**config.mk**
```make
export PLATFORM = sky130hd
export DESIGN_NAME = qalu_pre
export DESIGN_NICKNAME = d
export VERILOG_FILES = /design/src/hw/rtl/qalu_pkg.sv /design/src/hw/rtl/qalu_pre.sv
export SDC_FILE = /design/constraint.sdc
export NUM_CORES = 2
export LEC_CHECK = 0
export BUFFER_PORTS_ARGS = -buffer_cell sky130_fd_sc_hd__buf_4
export CAP_MARGIN = 20
export CELL_PAD_IN_SITES_DETAIL_PLACEMENT = 1
export CELL_PAD_IN_SITES_GLOBAL_PLACEMENT = 1
export CORE_UTILIZATION = 35
export CTS_CLUSTER_DIAMETER = 40
export DETAILED_ROUTE_END_ITERATION = 10
export PLACE_DENSITY_LB_ADDON = 0.1
export SLEW_MARGIN = 5
export SYNTH_ARGS = -nofsm -noshare
export SYNTH_HDL_FRONTEND = slang
export SYNTH_SLANG_ARGS = --single-unit
```
**constraint.sdc**
```tcl
create_clock -name i_clk -period 19.5 [get_ports i_clk]
set_input_delay 1.95 -clock i_clk [delete_from_list [all_inputs] [get_ports i_clk]]
set_output_delay 1.95 -clock i_clk [all_outputs]
set_load 0.03 [all_outputs]
```
**src/hw/rtl/qalu_pkg.sv**
```systemverilog
`timescale 1ns / 1ps

package qalu_pkg;

    // Opcode values
    localparam logic [3:0] OP_ADD = 4'd0;
    localparam logic [3:0] OP_SUB = 4'd1;
    localparam logic [3:0] OP_MUL = 4'd2;
    localparam logic [3:0] OP_DIV = 4'd3;
    localparam logic [3:0] OP_LT  = 4'd4;
    localparam logic [3:0] OP_GT  = 4'd5;
    localparam logic [3:0] OP_LE  = 4'd6;
    localparam logic [3:0] OP_GE  = 4'd7;
    localparam logic [3:0] OP_EQ  = 4'd8;
    localparam logic [3:0] OP_NE  = 4'd9;
    localparam logic [3:0] OP_MIN = 4'd10;
    localparam logic [3:0] OP_MAX = 4'd11;
    localparam logic [3:0] OP_INC = 4'd12;
    localparam logic [3:0] OP_DEC = 4'd13;

    localparam int unsigned RAW_W = 32;
    localparam logic signed [RAW_W-1:0] RAW_MAX = 32'sh7FFF_FFFF;
    localparam logic signed [RAW_W-1:0] RAW_MIN = 32'sh8000_0000;

    typedef struct packed {
        logic [3:0]               opcode;
        logic signed [RAW_W-1:0]  operand_a;
        logic signed [RAW_W-1:0]  operand_b;
    } t_alu_in;

    typedef struct packed {
        logic signed [RAW_W-1:0]  result_value;
        logic                     compare_true;
        logic                     overflowed;
        logic                     divided_by_zero;
    } t_alu_out;

    // Sideband that rides along the divider stages
    typedef struct packed {
        logic                     is_div;
        logic                     q_neg;
        logic                     a_neg;
        logic                     a_zero;
        logic                     b_zero;
        logic signed [RAW_W-1:0]  value;
        logic                     cmp;
        logic                     ov;
    } t_side;

endpackage

```
**src/hw/rtl/qalu_pre.sv**
```systemverilog
`timescale 1ns / 1ps

module qalu_pre import qalu_pkg::*; #(
    parameter int FRAC_BITS = 8,
    parameter int NUM_W     = RAW_W + FRAC_BITS
) (
    input  logic              i_clk,
    input  logic              i_rst_n,
    input  logic              i_valid,
    input  t_alu_in           i_cmd,
    output logic              o_valid,
    output t_side             o_side,
    output logic [NUM_W-1:0]  o_num,
    output logic [RAW_W-1:0]  o_den
);

    // Stage 1 registers
    logic                     r_v1;
    logic [3:0]               r_op1;
    logic signed [RAW_W-1:0]  r_a1;
    logic signed [RAW_W-1:0]  r_b1;
    logic signed [63:0]       r_prod1;
    logic signed [63:0]       n_prod1;

    // Stage 2 registers
    logic                     r_v2;
    t_side                    r_side2;
    t_side                    n_side2;
    logic [NUM_W-1:0]         r_num2;
    logic [RAW_W-1:0]         r_den2;

    // Multiply on the raw values
    assign n_prod1 = i_cmd.operand_a * i_cmd.operand_b;

    always_ff @(posedge i_clk) begin
        if (!i_rst_n) begin
            r_v1 <= 1'b0;
        end else begin
            r_v1 <= i_valid;
        end
        r_op1   <= i_cmd.opcode;
        r_a1    <= i_cmd.operand_a;
        r_b1    <= i_cmd.operand_b;
        r_prod1 <= n_prod1;
    end

    // Round, saturate and evaluate every op but the divide, which only sets is_div
    logic signed [63:0] w_bias;
    logic signed [63:0] w_rnd;
    logic              w_pneg;
    logic              w_rnd_fits;
    logic [RAW_W:0]    w_sum;
    logic [RAW_W:0]    w_dif;
    logic [RAW_W-1:0]  w_amag;
    logic [RAW_W-1:0]  w_bmag;

    // Round half away from zero: add one half, one LSB less when negative,
    // then shift arithmetically
    assign w_pneg     = r_prod1[63];
    assign w_bias     = r_prod1 + (64'd1 << (FRAC_BITS - 1)) - {63'd0, w_pneg};
    assign w_rnd      = w_bias >>> FRAC_BITS;
    assign w_rnd_fits = (&w_rnd[63:31]) || !(|w_rnd[63:31]);
    assign w_sum  = {r_a1[RAW_W-1], r_a1} + {r_b1[RAW_W-1], r_b1};
    assign w_dif  = {r_a1[RAW_W-1], r_a1} - {r_b1[RAW_W-1], r_b1};
    assign w_amag = r_a1[RAW_W-1] ? (~r_a1 + 1'b1) : r_a1;
    assign w_bmag = r_b1[RAW_W-1] ? (~r_b1 + 1'b1) : r_b1;

    always_comb begin
        n_side2        = '0;
        n_side2.q_neg  = r_a1[RAW_W-1] ^ r_b1[RAW_W-1];
        n_side2.a_neg  = r_a1[RAW_W-1];
        n_side2.a_zero = (r_a1 == '0);
        n_side2.b_zero = (r_b1 == '0);
        case (r_op1)
            OP_ADD: begin
                n_side2.ov    = w_sum[RAW_W] ^ w_sum[RAW_W-1];
                n_side2.value = n_side2.ov ? (w_sum[RAW_W] ? RAW_MIN : RAW_MAX)
                                           : w_sum[RAW_W-1:0];
            end
            OP_SUB: begin
                n_side2.ov    = w_dif[RAW_W] ^ w_dif[RAW_W-1];
                n_side2.value = n_side2.ov ? (w_dif[RAW_W] ? RAW_MIN : RAW_MAX)
                                           : w_dif[RAW_W-1:0];
            end
            OP_MUL: begin
                n_side2.ov    = !w_rnd_fits;
                n_side2.value = n_side2.ov ? (w_pneg ? RAW_MIN : RAW_MAX)
                                           : w_rnd[31:0];
            end
            OP_DIV: n_side2.is_div = 1'b1;
            OP_LT:  n_side2.cmp = (r_a1 <  r_b1);
            OP_GT:  n_side2.cmp = (r_a1 >  r_b1);
            OP_LE:  n_side2.cmp = (r_a1 <= r_b1);
            OP_GE:  n_side2.cmp = (r_a1 >= r_b1);
            OP_EQ:  n_side2.cmp = (r_a1 == r_b1);
            OP_NE:  n_side2.cmp = (r_a1 != r_b1);
            OP_MIN: n_side2.value = (r_a1 < r_b1) ? r_a1 : r_b1;
            OP_MAX: n_side2.value = (r_a1 > r_b1) ? r_a1 : r_b1;
            OP_INC: begin
                n_side2.ov    = (r_a1 == RAW_MAX);
                n_side2.value = n_side2.ov ? RAW_MAX : (r_a1 + 1'b1);
            end
            OP_DEC: begin
                n_side2.ov    = (r_a1 == RAW_MIN);
                n_side2.value = n_side2.ov ? RAW_MIN : (r_a1 - 1'b1);
            end
            default: n_side2.cmp = 1'b0;
        endcase
    end

    always_ff @(posedge i_clk) begin
        if (!i_rst_n) begin
            r_v2 <= 1'b0;
        end else begin
            r_v2 <= r_v1;
        end
        r_side2 <= n_side2;
        r_num2  <= {w_amag, {FRAC_BITS{1'b0}}};
        r_den2  <= w_bmag;
    end

    assign o_valid = r_v2;
    assign o_side  = r_side2;
    assign o_num   = r_num2;
    assign o_den   = r_den2;

endmodule

```
## Word level (Yosys, flattened, before mapping)

Index checks and enable logic that the tools add are counted.

| cells by class | value |
|---|---|
| mux-type cells | 16 |
| order comparisons | 4 |
| reduce and logical (&&, ||, !) cells | 8 |
| equality and inequality tests | 17 |
| bitwise logic cells | 5 |
| add/sub/neg operators | 8 |
| multiply operators | 1 |

Operator list:

| operator | number |
|---|---|
| two-way mux 32 bit | 10 |
| case mux 32 bit (7 select lines) | 1 |
| adder 32 x 1 -> 32 bit (second input constant) | 3 |
| adder 64 x 8 -> 64 bit (second input constant) | 1 |
| equality test 32 bit (second input constant) | 2 |
| logical NOT 32 bit | 2 |
| multiplier 32 x 32 -> 64 bit | 1 |
| inverter 32 bit | 2 |
| subtractor 64 x 1 -> 64 bit | 1 |
| two-way mux 31 bit | 2 |
| adder 32 x 32 -> 33 bit | 1 |
| subtractor 32 x 32 -> 33 bit | 1 |
| equality test 32 bit | 1 |
| greater-or-equal comparator 32 bit | 1 |
| greater-than comparator 32 bit | 1 |
| <= comparator 32 bit | 1 |
| < comparator 32 bit | 1 |
| inequality test 32 bit | 1 |
| subtractor 32 x 1 -> 32 bit (second input constant) | 1 |
| AND reduction 25 bit | 1 |
| OR reduction 25 bit | 1 |
| equality test 4 bit (second input constant) | 6 |
| equality test 4 x 3 -> 1 bit (second input constant) | 4 |
| equality test 4 x 2 -> 1 bit (second input constant) | 2 |
| other kinds (8) | 11 |

| word-level totals | value |
|---|---|
| output and inout port bits | 112 |
| input bits | 71 |
| word-level logic and storage cells | 77 |
| register bits | 237 |

## Depth between registers and ports, before layout

| depth | value |
|---|---|
| word-level depth | 7 |
| gate-level depth with buffers | 31 |

## Worst setup path after synthesis

No wires, ideal clock.

| timing | value |
|---|---|
| kind | input-to-reg |
| start point | input i_cmd[8] (netlist name) |
| end point | register r_prod1[62] |
| stages | 29 |
| path slack | 10335 ps |
| arrival | 9093 ps |
| library setup time | 72 ps |
| buffers on the path | 1 |
| path through | clkbuf_1 > nand2_1 > fa_1 > inv_1 > fa_1 > fa_1 > inv_1 > fa_1 > inv_1 > fa_1 > fa_1 > fa_1 > inv_1 > fa_1 > inv_1 > ha_1 > a21o_1 > a21oi_1 > nor2_1 > a311o_1 > or4_1 > nand3_1 > a21oi_1 > o21a_1 > o21ai_1 > o21a_1 > o21ai_1 > a221oi_1 > xnor2_1 |

| between the ends | value |
|---|---|
| cells in the longest elaborated chain, start to end | 1 |

RTL lines:

| element | line | RTL |
|---|---|---|
| start, declared | qalu_pre.sv:10 | `input t_alu_in i_cmd,` |
| multiplier 32 x 32 -> 64 bit | qalu_pre.sv:33 | `assign n_prod1 = i_cmd.operand_a * i_cmd.operand_b;` |
| net n_prod1[62] | qalu_pre.sv:23 | `logic signed [63:0] n_prod1;` |
| end signal, assigned | qalu_pre.sv:44 | `r_prod1 <= n_prod1;` |
| end, declared | qalu_pre.sv:22 | `logic signed [63:0] r_prod1;` |

The timed path passes the listed nets, and every way through them passes these cells.
A chain may end at the register's enable or synchronous reset.

## Worst setup path after layout

| timing | value |
|---|---|
| start point | input i_cmd[31] (netlist name) |
| end point | register r_prod1[61] |

The elaborated chain is that of the path after synthesis.

==> results.toml <==
[logic_synthesis]
yosys.cell_types.count = 94
synthXorXnorAreaFrac_pct = 3.76
avgSynthCellArea_um2 = 8.76
synth-seq-cells = 237
synthSimpleGateAreaFrac_pct = 17.4
synth_common_cells = "inv_1 (1121), fa_1 (1084), nand2_1 (696), and2_1 (534), ha_1 (313)"
synth_edf_count = 0
synth_largest_area_cell = "fa_1"
synth_top_family_by_area = "adder cells"
yosysMostFrequentCell = "inv_1"
async_flop_share_pct = 0
yosys_warnings = 0
synth_compound_area_share_pct = 10.3
yosysSeqAreaShare_pct = 9.00
synth-adder-area-share_pct = 48.6
synthTopCellsByArea = "fa_1 (41%), dfxtp_1 (9.0%), inv_1 (8.0%), ha_1 (7.4%), and2_1 (6.3%)"
synthMuxAreaShare_pct = 0.408
syn_inst = 6017
synth_ff_type = "dfxtp_1"
netlist_area_mm2 = 0.0527
synth_top_area_share_pct = 41.2

[clocking]
cts_tree = "yes"
hold_buffers = 0
numCtsBuffers = 42
htreeDepth = 2
cts-resized-gates = 0
cts.clk_slew.worst_paths_ns = 0.06
post_cts_buffers = 0
cts_root_buf = "clkbuf_16"
worst_skew_pair.late_latency_ns = 0.62
cts.sinks = 237
max-clock-path-buffers = 3

[timing]
rsz0062_at_grt = "no"
relSlewSlack_pct = 25.2
max_freq_ghz = 0.104
finalCriticalPeriod_ns = 9.63
final-setup-viol-count = 0
final_hold_viol_count = 0
drv_slew = 0
post-route-period-util_pct = 49.4
setup_tns_ns = 0
clock_skew_ns = 0.0580
tightest_slew_ns = 1.09

[min_path]
hp-class = "reg2reg"
min_to = "o_valid"
hp-start = "r_v1"
hold_depth = 1

[floorplanning]
die_h_um = 390
die_w_um = 390
dieArea_mm2 = 0.152
row_count = 142
core_area_mm2 = 0.150
io_pins = 183
start_util_pct = 35.2

[detailed_routing]
viasPerCell = 5.17
vias = 41400
ant_nets = 0
dr.pass1.iters = 5
wl_mm = 194
drtIter0Drc = 2122
wl_per_cell_um = 24.3
drc = 0

[cells_and_area]
area_delta_synth_final_pct = 8.29
drive_gt1_share_pct = 5.58
final_nets = 7415

[placed_design]
dp_hpwl_mm = 158
port_buffers = 174
gp_congestion = 0.927

[worst_setup_path]
cp_slowest_cell = "fa_1"
critPathMaxFanout = 22
path_class = "in2reg"
reg2reg_to = "o_side[12]"
crit_required_ns = 20.03
slowest_delay_ns = 0.54
worst-r2r-cell-count = 14
crit_path_start = "i_cmd[31]"
crit_path_start_kind = "primary input"
r2r-start = "r_a1[8]"
crit_arrival_ns = 10.16
crit_path_frequent_cell = "fa_1"
critPathCaptureType = "flip-flop"
regToRegSetupSlack_ns = 13.27

[flow_run]
drv_cap = 0

[global_route]
grt_usage_pct = 26.0
gr-total-overflow = 0
antenna_found_initial = 14
grt_pass1_wl_mm = 297
grt_max_degree = 44
grt_pass1_vias = 46700

[run_status]
outcome = "complete, no violations"
[routing by layer]
metal  share of wire (%)  global-route usage (%)  vias up
met5               0.016                       0        -
met4                 3.4                    8.07        4
met3                 2.8                    1.57      229
met2                  51                    47.0      754
met1                  43                    32.9    21900
li1                    -                       -    18500
[metrics by stage]
stage	util, %	instance area (um2)	worst slack (ns)	cells	hold slack, ns
after floorplan	-	52700	10.33	6024	0.404
after global placement	37.1	55500	9.21	7918	0.420
after detailed placement	37.1	55500	9.12	7919	0.424
after CTS	38.1	57100	9.75	7997	0.446
after global routing	38.1	57100	9.30	7997	0.454
final	38.2	57100	9.87	8003	0.438
[worst max-delay path by stage]
stage / depth (start not counted) / slack [ns] / endpoint
6_report: 26 / 9.87 / r_prod1[61]
5_1_grt: 26 / 9.30 / r_prod1[61]
4_1_cts: 26 / 9.75 / r_prod1[61]
3_5_place_dp: 26 / 9.12 / r_prod1[61]
3_3_place_gp: 26 / 9.21 / r_prod1[61]
2_1_floorplan: 29 / 10.33 / r_prod1[62]
[area by class of cell]
type	count	area, um2
sequential	237	4750
clock inverter	32	407
clock buffer	46	1110
tap	2016	2520
inverter	1121	4210
timing repair buffer	212	1590
antenna	6	15.0
fill	17500	92500
multi-input combinational	4333	42500
[layout by cell type (no fill, tap or decap), types with 31 or more instances in the layout]
cell type / Yosys / layout
nand3_1: 65 / 65
a21oi_1: 259 / 259
clkbuf_16: 0 / 43
o211ai_1: 41 / 41
xor2_1: 44 / 44
nor3_1: 53 / 52
nor2_1: 229 / 228
inv_1: 1121 / 1121
fa_1: 1084 / 1084
a21o_1: 71 / 71
dfxtp_1: 237 / 236
xnor2_1: 182 / 182
o21bai_1: 37 / 37
buf_4: 10 / 211
nand2b_1: 40 / 40
ha_1: 313 / 313
a211oi_1: 31 / 31
o21ai_0: 150 / 150
and2_1: 534 / 534
nand2_1: 696 / 696
nand4_1: 50 / 50
[flip-flops by register name (all words and copies together), names as in the netlist]
signal,flops
r_prod1,64
o_valid,1
r_a1,32
o_side,39
o_num,32
r_op1,4
o_den,32
r_v1,1
r_b1,32
[critical path: cells and delay by family]
kind | cells | cell delay, ns
AOI/OAI and AO/OA | 12 | 2.68
buffers and inverters | 3 | 0.95
and+or+nand+nor | 1 | 0.12
xor gates and xnor gates | 1 | 0.13
adders and majority gates | 9 | 4.28
[cell families after synthesis]
family	Yosys count
other	1
AO/OA/AOI/OAI	839
flip-flops	237
adder cells (fa/ha/maj)	1397
multiplexers	21
XOR/XNOR	226
buffers and inverters	1454
AND/OR/NAND/NOR	1842
Power is left out: the tool's default activity adds up to more than one toggle a clock period on the data nets, which glitch-free logic cannot reach.
