### config.mk
export PLATFORM = sky130hd
export DESIGN_NAME = qalu_post
export DESIGN_NICKNAME = d
export VERILOG_FILES = /design/src/hw/rtl/qalu_pkg.sv /design/src/hw/rtl/qalu_post.sv
export SDC_FILE = /design/constraint.sdc
export NUM_CORES = 1
export LEC_CHECK = 0
export ABC_AREA = 1
export BUFFER_PORTS_ARGS = -buffer_cell sky130_fd_sc_hd__buf_2
export CORE_MARGIN = 3
export CORE_UTILIZATION = 40
export DETAILED_ROUTE_END_ITERATION = 10
export GPL_ROUTABILITY_DRIVEN = 0
export PLACE_DENSITY = 0.66
export SYNTH_ARGS = -nofsm -noshare
export SYNTH_HDL_FRONTEND = slang
export SYNTH_SLANG_ARGS = --single-unit
export TNS_END_PERCENT = 1
### constraint.sdc
create_clock -name i_clk -period 7.3 [get_ports i_clk]
set_input_delay 1.46 -clock i_clk [delete_from_list [all_inputs] [get_ports i_clk]]
set_output_delay 1.46 -clock i_clk [all_outputs]
set_load 0.05 [all_outputs]
### src/hw/rtl/qalu_pkg.sv
`timescale 1ns / 1ps

package qalu_pkg;

    // Opcode values
    localparam logic [3:0] OP_ADD = 4'd0;
    localparam logic [3:0] OP_SUB = 4'd1;
    localparam logic [3:0] OP_MUL = 4'd2;
    localparam logic [3:0] OP_DIV = 4'd3;
    localparam logic [3:0] OP_LT  = 4'd4;
    localparam logic [3:0] OP_GT  = 4'd5;
    localparam logic [3:0] OP_LE  = 4'd6;
    localparam logic [3:0] OP_GE  = 4'd7;
    localparam logic [3:0] OP_EQ  = 4'd8;
    localparam logic [3:0] OP_NE  = 4'd9;
    localparam logic [3:0] OP_MIN = 4'd10;
    localparam logic [3:0] OP_MAX = 4'd11;
    localparam logic [3:0] OP_INC = 4'd12;
    localparam logic [3:0] OP_DEC = 4'd13;

    localparam int unsigned RAW_W = 32;
    localparam logic signed [RAW_W-1:0] RAW_MAX = 32'sh7FFF_FFFF;
    localparam logic signed [RAW_W-1:0] RAW_MIN = 32'sh8000_0000;

    typedef struct packed {
        logic [3:0]               opcode;
        logic signed [RAW_W-1:0]  operand_a;
        logic signed [RAW_W-1:0]  operand_b;
    } t_alu_in;

    typedef struct packed {
        logic signed [RAW_W-1:0]  result_value;
        logic                     compare_true;
        logic                     overflowed;
        logic                     divided_by_zero;
    } t_alu_out;

    // Sideband that rides along the divider stages
    typedef struct packed {
        logic                     is_div;
        logic                     q_neg;
        logic                     a_neg;
        logic                     a_zero;
        logic                     b_zero;
        logic signed [RAW_W-1:0]  value;
        logic                     cmp;
        logic                     ov;
    } t_side;

endpackage

### src/hw/rtl/qalu_post.sv
`timescale 1ns / 1ps

module qalu_post import qalu_pkg::*; #(
    parameter int NUM_W = 40
) (
    input  logic              i_clk,
    input  logic              i_rst_n,
    input  logic              i_valid,
    input  t_side             i_side,
    input  logic [NUM_W-1:0]  i_quo,
    input  logic [RAW_W-1:0]  i_rem,
    input  logic [RAW_W-1:0]  i_den,
    output logic              o_valid,
    output t_alu_out          o_result
);

    logic      r_valid;
    t_alu_out  r_result;
    t_alu_out  n_result;
    logic [NUM_W:0]  w_qr;
    logic            w_up;

    // Round half away from zero on the magnitude
    assign w_up = ({i_rem, 1'b0} >= {1'b0, i_den});
    assign w_qr = {1'b0, i_quo} + {{NUM_W{1'b0}}, w_up};

    always_comb begin
        n_result              = '0;
        n_result.result_value = i_side.value;
        n_result.compare_true = i_side.cmp;
        n_result.overflowed   = i_side.ov;
        if (i_side.is_div) begin
            n_result.compare_true = 1'b0;
            if (i_side.b_zero) begin
                n_result.divided_by_zero = 1'b1;
                n_result.overflowed      = !i_side.a_zero;
                n_result.result_value    = i_side.a_zero ? '0
                                         : (i_side.a_neg ? RAW_MIN : RAW_MAX);
            end else if (i_side.q_neg) begin
                n_result.overflowed = (|w_qr[NUM_W:RAW_W])
                                   || (w_qr[RAW_W-1] && (|w_qr[RAW_W-2:0]));
                n_result.result_value = n_result.overflowed ? RAW_MIN
                                      : (~w_qr[RAW_W-1:0] + 1'b1);
            end else begin
                n_result.overflowed   = |w_qr[NUM_W:RAW_W-1];
                n_result.result_value = n_result.overflowed ? RAW_MAX
                                      : w_qr[RAW_W-1:0];
            end
        end
    end

    always_ff @(posedge i_clk) begin
        if (!i_rst_n) begin
            r_valid <= 1'b0;
        end else begin
            r_valid <= i_valid;
        end
        r_result <= n_result;
    end

    assign o_valid  = r_valid;
    assign o_result = r_result;

endmodule

# --- Yosys cells after proc, flatten, opt, wreduce, memory -nomap -nowiden ---
# Cells that the tools add are included.
totals:
  reg_bits: 36
  input_bits: 146
  wordCells: 25
classes:
  n_addsub: 2
  order_cmp: 1
  n_mux: 10
  bitwise: 1
  n_reduce_logical: 6
op_table:
  columns: ["op", "count"]
  rows:
  - ["$mux 32", 6]
  - ["$add 40x1->41", 1]
  - ["$mux 35", 1]
  - ["$ge 33x32->1", 1]
  - ["$add 32x1->32 const B", 1]
  - ["$not 32->32", 1]
  - ["$reduce_or 31->1", 1]
  - ["$reduce_or 10->1", 1]
  - ["$reduce_or 9->1", 1]
  - ["$mux 1", 3]
  - ["$logic_and 1x1->1", 1]
  - ["$logic_not 1->1", 1]
  - ["$logic_or 1x1->1", 1]

# --- Longest topological paths before layout ---
# Gate-level depths: netlist of the first run.
logic_depth:
  ltp_word: 9
  mapped_depth: 31
  mapped_depth_nobuf: 31

# --- Worst setup path after synthesis of the first run ---
# No wires, ideal clock.
synth_timing:
  path_kind: "input-to-reg"
  start: "in i_den[2]"
  end: "reg r_result (netlist bit o_result[14])"
  setup_ns: 0.069
  t_arrival_ns: 4.743
  required_ns: 7.231
  setup_slack_ns: 2.488
  stages: 29
  path_buffers: 1
  path_cell_list: "inv_1 > ha_1 > a21oi_1 > nor2_1 > nor2_1 > a21oi_1 > nor4_1 > nor3_1 > o31ai_1 > o211ai_1 > ha_1 > ha_1 > inv_1 > ha_1 > nand2_1 > nor2_2 > nand3_2 > nor2_2 > nand2_4 > nor2_8 > nand2_4 > nor2_4 > nand2_4 > nand2_8 > buf_12 > nand3_2 > nand2_1 > nand2_1 > a21oi_2"
synth_lines:
  columns: ["item", "line_no", "rtl"]
  rows:
  - ["start, declared", "qalu_post.sv:12", "input logic [RAW_W-1:0] i_den,"]
  - ["end signal, assigned", "qalu_post.sv:58", "r_result <= n_result;"]
  - ["end, declared", "qalu_post.sv:18", "t_alu_out r_result;"]

==> metrics.txt, run 1 <==
DRC violations left 0; port bufs 181; post-synthesis simple-gate area fraction 53.1%; GRT Total Usage 20.9%; post-synth top area cell nand2_1; hold buffers post-CTS 0; layout cells sized above 1 24.9%; drt initial violations 356; total power 729 uW; Gates resized, CTS repair 0; FF+latch count, synth 36; period utilisation layout 73.3%; setup TNS 0 ps; Adder-Cell Fraction of Synth Area 7.83%; Leakage 3.56 nW; vias post-DR 6300; post-synthesis net count 1135; first-pass GRT wire length 25900 um; WL final 15900 um; final worst slack 1950 ps; Routed WL per cell 12.3 um; total gr overflow 0; Most Crowded Layer GR met2; Synth Area in Compound Gates 11.3%; RSZ-0062 raised after global routing false; top cells by area, synth nand2_1 (21%), dfxtp_1 (13%), nor2_1 (9.3%), inv_1 (9.2%), ha_1 (7.8%); Setup Crit Path Kind primary input to register; met1 Use GR 30.2%; FP Rows 41; most frequent cells in the layout nand2_1 (297), buf_2 (181), nor2_1 (134); crit start category primary input; dpl cell area 0.00643 sq mm; initial core utilization 42.0%; largest net degree at the start of global routing 39; Arr. time, crit path 5560 ps; DIE WIDTH 123 um; CTS Buf Count 5; Finished Cell Area 0.00658 sq mm; final hold viol count 0; vias in the first global route 5542; Critical Path RT 7510 ps; Post-synth top flop dfxtp_1; outcome finished, final reports clean; number of flops mapped to enable cells by yosys 0; die height 123 um; CTS tree built; worst min path class primary input to register; min cycle time layout 5350 ps; Cells after Synth 955; Hold Path Sink o_valid$_SDFF_PN0_; max-cap viol count 0; Max Clk Rate 187 MHz; H-tree levels 2; worst hold path depth 3; headroom to the max-slew limit 42.3%; count of pins over their slew limit 0; Num Clock Sinks 36; multi-input combinational cell area 0.00407 sq mm; CTS Root Cell clkbuf_16; Antenna Nets Post-Route 0; full die area 0.0150 sq mm; register area share after synthesis 13.3%; DRT Pass-1 Iters 5; fillers 1427; I/O pins 182; initial antenna violation count 0; Longest Clk Path Bufs 2; M2 GR Usage 33.1%; Vias/cell 4.86; Final Core Density 50.9%; Syn Area/Cell 5.69 sq um; register area 721 sq um; CP max FO 31; # Post-CTS Setup Buffers 0; Crit. End Element register; commonest non-fill, non-tap cell in the layout nand2_1; pwr/cell area 111 mW/mm^2; CTS clk-pin slew, worst paths 50 ps; maximum vdd drop 0.0813 mV; multiplexer area fraction after synthesis 0%; slew at the pin closest to its max-slew limit 864 ps; ant diodes 0; Synthesis Warnings 0; Netlist Area Pre-Place 0.00544 sq mm; Yosys cell types 40; main combinational cell family by area after synthesis simple AND/OR/NAND/NOR gates; M3 GR Usage 1.80%; detailed placement HPWL 13700 um; CORE AREA 0.0129 sq mm; Yosys top cell area share 20.5%; Net count, final 1303; area delta synth->final 21.0%; post-synthesis xor/xnor area fraction 2.74%; worst hold path startpoint i_valid; ys async rst share 0%; # setup viols final 0; pre-CTS setup slack 1660 ps
-- report_power, final --
group / internal [mW] / leakage (nW) / switching, mW
clock network: 0.136 / 0.0712 / 0.0718
logic: 0.0986 / 3.18 / 0.206
registers: 0.214 / 0.303 / 0.00358
total: 0.449 / 3.56 / 0.281
-- worst max-delay path by stage --
stage / from / to / slack (ps)
floorplan: i_den[2] / o_result[14]$_DFF_P_ / 2490
global placement: i_den[28] / o_result[4]$_DFF_P_ / 1780
detailed placement: i_den[24] / o_result[33]$_DFF_P_ / 1660
CTS: i_den[24] / o_result[33]$_DFF_P_ / 1940
global route: i_den[28] / o_result[4]$_DFF_P_ / 1500
finish: i_den[24] / o_result[18]$_DFF_P_ / 1950
-- logic make-up after synthesis --
logic type / count (synthesis)
flip-flops: 36
AND/OR/NAND/NOR: 616
AO/OA/AOI/OAI: 96
buffers and inverters: 156
XOR/XNOR: 17
adder cells (fa/ha/maj): 34
-- state kept, by name, summed over array words and instances (netlist names) --
signal,flops
o_result,35
o_valid,1
-- worst max-delay path, stage by stage --
cell	delay, ps
buf_2	80
inv_1	40
ha_1	300
nand4_1	110
nor4_1	470
nand3_1	120
o211ai_1	190
ha_1	240
ha_1	220
nand2_2	110
nor2_8	170
nand2_2	90
nor2_2	200
nand2_1	100
inv_1	80
nand3_1	60
nand2_1	70
nand2_1	50
nor2_1	300
nand3_4	340
nand2_8	320
nand3_1	110
nand2_1	90
nand2_1	90
a21oi_2	150
-- metal layers --
metal | wire length, um | vias up
met2 | 6770 | 201
met1 | 7800 | 2725
met5 | 0 | -
met3 | 1040 | 17
li1 | - | 3357
met4 | 287 | 0
-- cell usage after synthesis (11+ instances only) --
master and n:
clkbuf_1 11, dfxtp_1 36, a21oi_2 27, inv_1 133
a21oi_1 19, nand3_1 77, ha_1 34, nand4_1 26
nand3_2 13, o21ai_0 33, nor2_2 12, nand2_2 17
nor2_1 134, nand2_1 297, xor2_1 12
-- through the flow --
step | instances | hold slack, ps
2_1_floorplan | 955 | 1550
3_3_place_gp | 1288 | 1640
3_5_place_dp | 1288 | 1650
4_1_cts | 1296 | 1360
5_1_grt | 1296 | 1380
6_report | 1296 | 1360
-- layout make-up --
cell class | instances | area share, %
clock buffers | 8 | 2.23
well taps | 172 | 3.27
multi-input cells | 763 | 61.9
flip-flops and latches | 36 | 11.0
repair buffers | 182 | 13.9
inverters | 135 | 7.71
Note: power is estimated with default switching activity, not from simulation.
==> run 2: changes to the inputs <==
--- a/config.mk
+++ b/config.mk
@@ -5,13 +5,13 @@
 export SDC_FILE = /design/constraint.sdc
 export NUM_CORES = 1
 export LEC_CHECK = 0
-export ABC_AREA = 1
+export ABC_AREA = 0
 export BUFFER_PORTS_ARGS = -buffer_cell sky130_fd_sc_hd__buf_2
 export CORE_MARGIN = 3
 export CORE_UTILIZATION = 40
 export DETAILED_ROUTE_END_ITERATION = 10
 export GPL_ROUTABILITY_DRIVEN = 0
-export PLACE_DENSITY = 0.66
+export PLACE_DENSITY = 0.68
 export SYNTH_ARGS = -nofsm -noshare
 export SYNTH_HDL_FRONTEND = slang
 export SYNTH_SLANG_ARGS = --single-unit
==> constraint.sdc (replaced) <==
create_clock -name i_clk -period 5.6 [get_ports i_clk]
set_input_delay 1.12 -clock i_clk [delete_from_list [all_inputs] [get_ports i_clk]]
set_output_delay 1.12 -clock i_clk [all_outputs]
set_load 0.05 [all_outputs]
==> run 2 against run 1 <==
Compared with the run above: die area fell by 17%; worst setup slack got worse by 1900 ps; cell count fell by 23%.
==> metrics.txt, run 2 <==
outcome finished, final reports clean; Arr. time, crit path 5730 ps (+170 ps); initial antenna violation count 0 (unchanged); RSZ-0062 raised after global routing true; vias post-DR 5658 (-10%); switching part of the total power 39.9% (+1.4 points); pwr/cell area 143 mW/mm^2 (+28%); post-synthesis net count 817 (-28%); hold buffers post-CTS 0 (unchanged); Hold Slack 1040 ps (-325 ps); Num Clock Sinks 36 (unchanged); commonest non-fill, non-tap cell in the layout buf_2; worst hold path depth 2 (-1); Post-synth top flop dfxtp_1; total power 911 uW (+25%); Cells after Synth 637 (-33%); detailed placement HPWL 12700 um (-7.3%); headroom to the max-slew limit 5.62% (-37 points); FF+latch count, synth 36 (unchanged); Crit. End Element register; layout cells sized above 1 38.6% (+14 points); Yosys cell types 66 (+65%); I/O pins 182 (unchanged); port bufs 181 (unchanged); post-synth top area cell dfxtp_1; ant diodes 0 (unchanged); Largest register FFs 35 (unchanged); GRT Total Usage 23.3% (+2.4 points); Routed WL per cell 16.4 um (+33%); Antenna Nets Post-Route 0 (unchanged); most frequent cells in the layout buf_2 (178), buf_4 (69), nand2_1 (67); clock share of power 22.3% (-6.2 points); Critical Path Source i_rem[21]; count leader, synth nand2_1; Setup Crit Path Kind primary input to register; vias in the first global route 5251 (-5.3%); CP max stage cell or4_4; CTS Root Cell clkbuf_8; most frequent cells after synthesis nand2_1 (67), nor2_1 (59), inv_1 (39); CTS tree built; CTS Buf Count 5 (unchanged); sequential share of power 31.4% (+1.5 points); # setup viols final 0 (unchanged); Vias/cell 5.66 (+16%); Longest Clk Path Bufs 2 (unchanged); slowest stage delay, CP 420 ps (-50 ps); Critical Path RT 5780 ps (-1730 ps); count of pins over their slew limit 0 (unchanged); DRC violations left 0 (unchanged); final hold viol count 0 (unchanged); Leakage 2.86 nW (-20%); drt initial violations 578 (+62%); worst hold path startpoint i_valid; first-pass GRT wire length 24900 um (-3.7%); total gr overflow 0 (unchanged); die height 112 um (-8.8%); full die area 0.0125 sq mm (-17%); ys async rst share 0% (unchanged); number of flops mapped to enable cells by yosys 0 (unchanged); crit start category primary input; Synthesis Warnings 0 (unchanged); area delta synth->final 42.7%; setup TNS 0 ps (unchanged); DIE WIDTH 112 um (-8.8%); CORE AREA 0.0109 sq mm (-16%); max-cap viol count 0 (unchanged); worst min path class primary input to register; maximum vdd drop 0.167 mV (+110%); net switching power 364 uW (+29%); FP Rows 38 (-7.3%); register area share after synthesis 16.1% (+2.8 points); CTS clk-pin slew, worst paths 70 ps (+20 ps); Net count, final 1040 (-20%); Yosys top cell area share 16.1% (-4.4 points); period utilisation layout 99.1%; fillers 998 (-30%); Netlist Area Pre-Place 0.00448 sq mm (-18%); Final Core Density 58.7% (+7.8 points); Max Clk Rate 180 MHz; initial core utilization 41.1% (-0.90 points); Syn Area/Cell 7.03 sq um (+24%); largest net degree at the start of global routing 43 (+10%); CP max FO 5 (-84%); slew at the pin closest to its max-slew limit 1410 ps (+546 ps); H-tree levels 2 (unchanged); WL final 16400 um (+2.8%); Logic pwr share 46.2% (+4.5 points); min cycle time layout 5550 ps; Cell Int Power 548 uW (+22%); Hold Path Sink o_valid$_SDFF_PN0_; top cells by area, synth dfxtp_1 (16%), ha_1 (9.5%), nand2_1 (5.6%), nor2_1 (4.9%), xnor2_1 (4.5%); crit path cell chain buf_2 > ha_1 > nand4_1 > nor3_2 > and3_1 > nand4_1 > nand3b_1 > o21ai_1 > o21ai_1 > ha_2 > ha_4 > nand4_1 > buf_4 > or4_4 > o31a_1 > nor4_4 > o211ai_1 > or3_4 > o21ai_4 > clkbuf_16 > o21ai_1 > a2111oi_1; DRT Pass-1 Iters 5 (unchanged)
[run 2: cell families after synthesis]
family	after synthesis	synth area share, %
mux	12	2.77
flops	36	16.1
fa+ha+maj	34	9.50
xor+xnor	37	7.23
simple gates	291	34.4
buf+inv	77	7.29
compound gates	150	22.8
[run 2: worst max path at each step]
| stage | to | slack, ps | cells after the start |
|---|---|---|---|
| 6_report | o_result[12]$_DFF_P_ | 50 | 22 |
| 5_1_grt | o_result[4]$_DFF_P_ | -120 | 24 |
| 4_1_cts | o_result[7]$_DFF_P_ | 20 | 23 |
| 3_5_place_dp | o_result[7]$_DFF_P_ | -500 | 24 |
| 3_3_place_gp | o_result[13]$_DFF_P_ | -140 | 23 |
| 2_1_floorplan | o_result[20]$_DFF_P_ | 10 | 24 |
[run 2: layout make-up]
| class | count | area [sq um] | share of cell area (%) |
|---|---|---|---|
| inverter | 39 | 146 | 2.29 |
| multi-input combinational | 524 | 3730 | 58.3 |
| tap | 140 | 175 | 2.74 |
| clock buffer | 7 | 96.3 | 1.51 |
| timing repair buffer | 254 | 1520 | 23.8 |
| sequential | 36 | 721 | 11.3 |
[run 2: repair_timing]
| action | in CTS | in global routing |
|---|---|---|
| cloned | 0 | 3 |
| buffers inserted | 2 | 10 |
| resized for setup | 7 | 57 |
| pin swaps | 3 | 31 |
| setup endpoints to repair | 16 | 33 |
[run 2: worst max-delay path: cells and delay by family]
family / cells / cell delay, ps
simple gates: 9 / 1970
compound gates: 7 / 1430
fa+ha+maj: 3 / 670
buf+inv: 3 / 530
[run 2: power groups by stage]
stage	Clock (mW)	Combinational, mW	Sequential [mW]
floorplan	0	0.155	0.379
global placement	0	0.374	0.292
detailed placement	0	0.383	0.292
CTS	0.207	0.387	0.286
global route	0.215	0.455	0.289
finish	0.204	0.421	0.286
[run 2: per-layer routing]
layer,wire length [um],track usage (%),part of all wire [%],vias to the layer above
met4,297,5.19,1.8,0
li1,-,-,-,2793
met2,7910,40.4,48,305
met3,1280,3.91,7.8,26
met1,6870,30.4,42,2534
met5,0,0,0,-
[run 2: through the flow]
step,area [sq um],instances,setup WS [ps]
after floorplan,4480,637,13.5
after global placement,5830,978,-138
after detailed placement,5830,978,-498
after CTS,5960,987,24.9
after global routing,6390,1000,-116
final,6390,1000,52.6
==> run 3: changes to the inputs <==
==> constraint.sdc (replaced) <==
create_clock -name i_clk -period 5.2 [get_ports i_clk]
set_input_delay 1.04 -clock i_clk [delete_from_list [all_inputs] [get_ports i_clk]]
set_output_delay 1.04 -clock i_clk [all_outputs]
set_load 0.05 [all_outputs]
==> run 3 against run 2 <==
Compared with the run above: the run now ends with negative setup slack left; via count grew 3.4%; worst setup slack worse by 290 ps; sequential power increased by 7.7%; first-iteration DRC count down 15%; clock-buffer cell count down 2; die area unchanged; worst hold slack got worse by 86 ps; sequential share of layout area down 0.81 points; power is 14% higher; global-route usage grew 0.68 points; critical path type unchanged; largest power group unchanged.
==> metrics.txt, run 3 (synthesis gave the netlist of run 2 again) <==
outcome finished, violations left; failing checks negative setup slack; die height 112 um (unchanged); switching part of the total power 39.1% (-0.83 points); full die area 0.0125 sq mm (unchanged); vias in the first global route 5519 (+5.1%); H-tree levels 2 (unchanged); worst min path class primary input to register; Arr. time, crit path 5620 ps (-110 ps); initial core utilization 41.1% (unchanged); DIE WIDTH 112 um (unchanged); first-pass GRT wire length 25700 um (+3.0%); final hold viol count 0 (unchanged); DRT Pass-1 Iters 6 (+1); area delta synth->final 53.8%; layout cells sized above 1 42.7% (+4.1 points); detailed placement HPWL 12900 um (+1.7%); CP max stage cell or4_1; count of pins over their slew limit 0 (unchanged); Cell Int Power 631 uW (+15%); CTS Root Cell clkbuf_8; slowest stage delay, CP 530 ps (+110 ps); commonest non-fill, non-tap cell in the layout buf_2; Leakage 3.08 nW (+7.7%); Logic pwr share 46.6% (+0.4 points); crit start category primary input; maximum vdd drop 0.275 mV (+65%); crit path to o_result[15]$_DFF_P_; RSZ-0062 raised after global routing true; CORE AREA 0.0109 sq mm (unchanged); setup TNS -3080 ps (-3080 ps); Longest Clk Path Bufs 2 (unchanged); total power 1.04 mW (+14%); CTS clk-pin slew, worst paths 70 ps (about the same); final worst slack -234 ps (-287 ps); GRT Total Usage 24.0% (+0.68 points); DRC violations left 0 (unchanged); Antenna Nets Post-Route 0 (unchanged); Net count, final 1068 (+2.7%); I/O pins 182 (unchanged); Critical Path Stages 26 (+18%); Most common cell on crit path o21ai_1; FP Rows 38 (unchanged); Largest register FFs 35 (unchanged); Num Clock Sinks 36 (unchanged); CTS Buf Count 5 (unchanged); period utilisation layout 105%; most frequent cells in the layout buf_2 (167), buf_4 (95), nand2_1 (67); CP max FO 6 (+1); Setup Crit Path Kind primary input to register; Critical Path RT 5380 ps (-400 ps); sequential share of power 29.7% (-1.7 points); Top delay family on crit path compound AO/OA/AOI/OAI gates; Routed WL per cell 16.5 um (+0.66%); net switching power 405 uW (+11%); WP buf/inv 5 (+2); min cycle time layout 5430 ps; CTS tree built; Crit. End Element register; drt initial violations 494 (-15%); port bufs 181 (unchanged); Vias/cell 5.67 (+0.25%); vias post-DR 5848 (+3.4%); headroom to the max-slew limit 30.4% (+25 points); total gr overflow 0 (unchanged); slew at the pin closest to its max-slew limit 1040 ps (-370 ps); clock share of power 23.7% (+1.4 points); WL final 17000 um (+3.8%); largest net degree at the start of global routing 43 (unchanged); # setup viols final 32 (+32); Final Core Density 63.3% (+4.6 points); initial antenna violation count 2 (+2); Critical Path Source i_den[1]; Max Clk Rate 184 MHz; max-cap viol count 0 (unchanged); pwr/cell area 150 mW/mm^2 (+5.5%)
[run 3: cell type report]
type,count,area (sq um)
fillers,931,4000
multi-input cells,524,3910
repair buffers,282,1820
flip-flops and latches,36,721
well taps,140,175
inverters,39,149
clock buffers,5,68.8
clock inverters,3,42.5
diodes,2,5.00
[run 3: layer usage]
layer / vias to the layer above / global-route usage [%] / part of all wire, %
li1: 2848 / - / -
met5: - / 0 / 0
met1: 2651 / 30.2 / 40
met2: 304 / 42.1 / 50
met3: 45 / 3.04 / 7.7
met4: 0 / 8.27 / 2.8
[run 3: worst min path at each step]
stage	cells after the start	startpoint	slack (ps)	to
floorplan	1	i_valid	1160	o_valid$_SDFF_PN0_
global placement	2	i_valid	1250	o_valid$_SDFF_PN0_
detailed placement	2	i_valid	1250	o_valid$_SDFF_PN0_
CTS	2	i_valid	950	o_valid$_SDFF_PN0_
global route	2	i_valid	960	o_valid$_SDFF_PN0_
finish	2	i_valid	950	o_valid$_SDFF_PN0_
[run 3: through the flow]
step | instances | setup WS, ps | cell area, sq um | hold WS (ps)
detailed placement | 994 | -681 | 5980 | 1250
finish | 1031 | -234 | 6890 | 951
floorplan | 637 | -210 | 4500 | 1160
global placement | 994 | -499 | 5980 | 1250
global route | 1031 | -448 | 6890 | 960
CTS | 1021 | -32.4 | 6400 | 947
[run 3: repair_timing]
action | in CTS | in global routing
hold buffers | 0 | 0
pin swaps | 36 | 38
endpoints found under the setup margin | 33 | 33
buffers inserted | 19 | 8
gates resized for setup | 41 | 71
cloned | 1 | 0
[run 3: power by group through the flow]
stage | Clock [mW] | Sequential, mW | Combinational [mW]
after floorplan | 0 | 0.409 | 0.168
after detailed placement | 0 | 0.315 | 0.418
after global routing | 0.260 | 0.311 | 0.519
after global placement | 0 | 0.313 | 0.409
final | 0.245 | 0.308 | 0.483
after CTS | 0.248 | 0.308 | 0.437
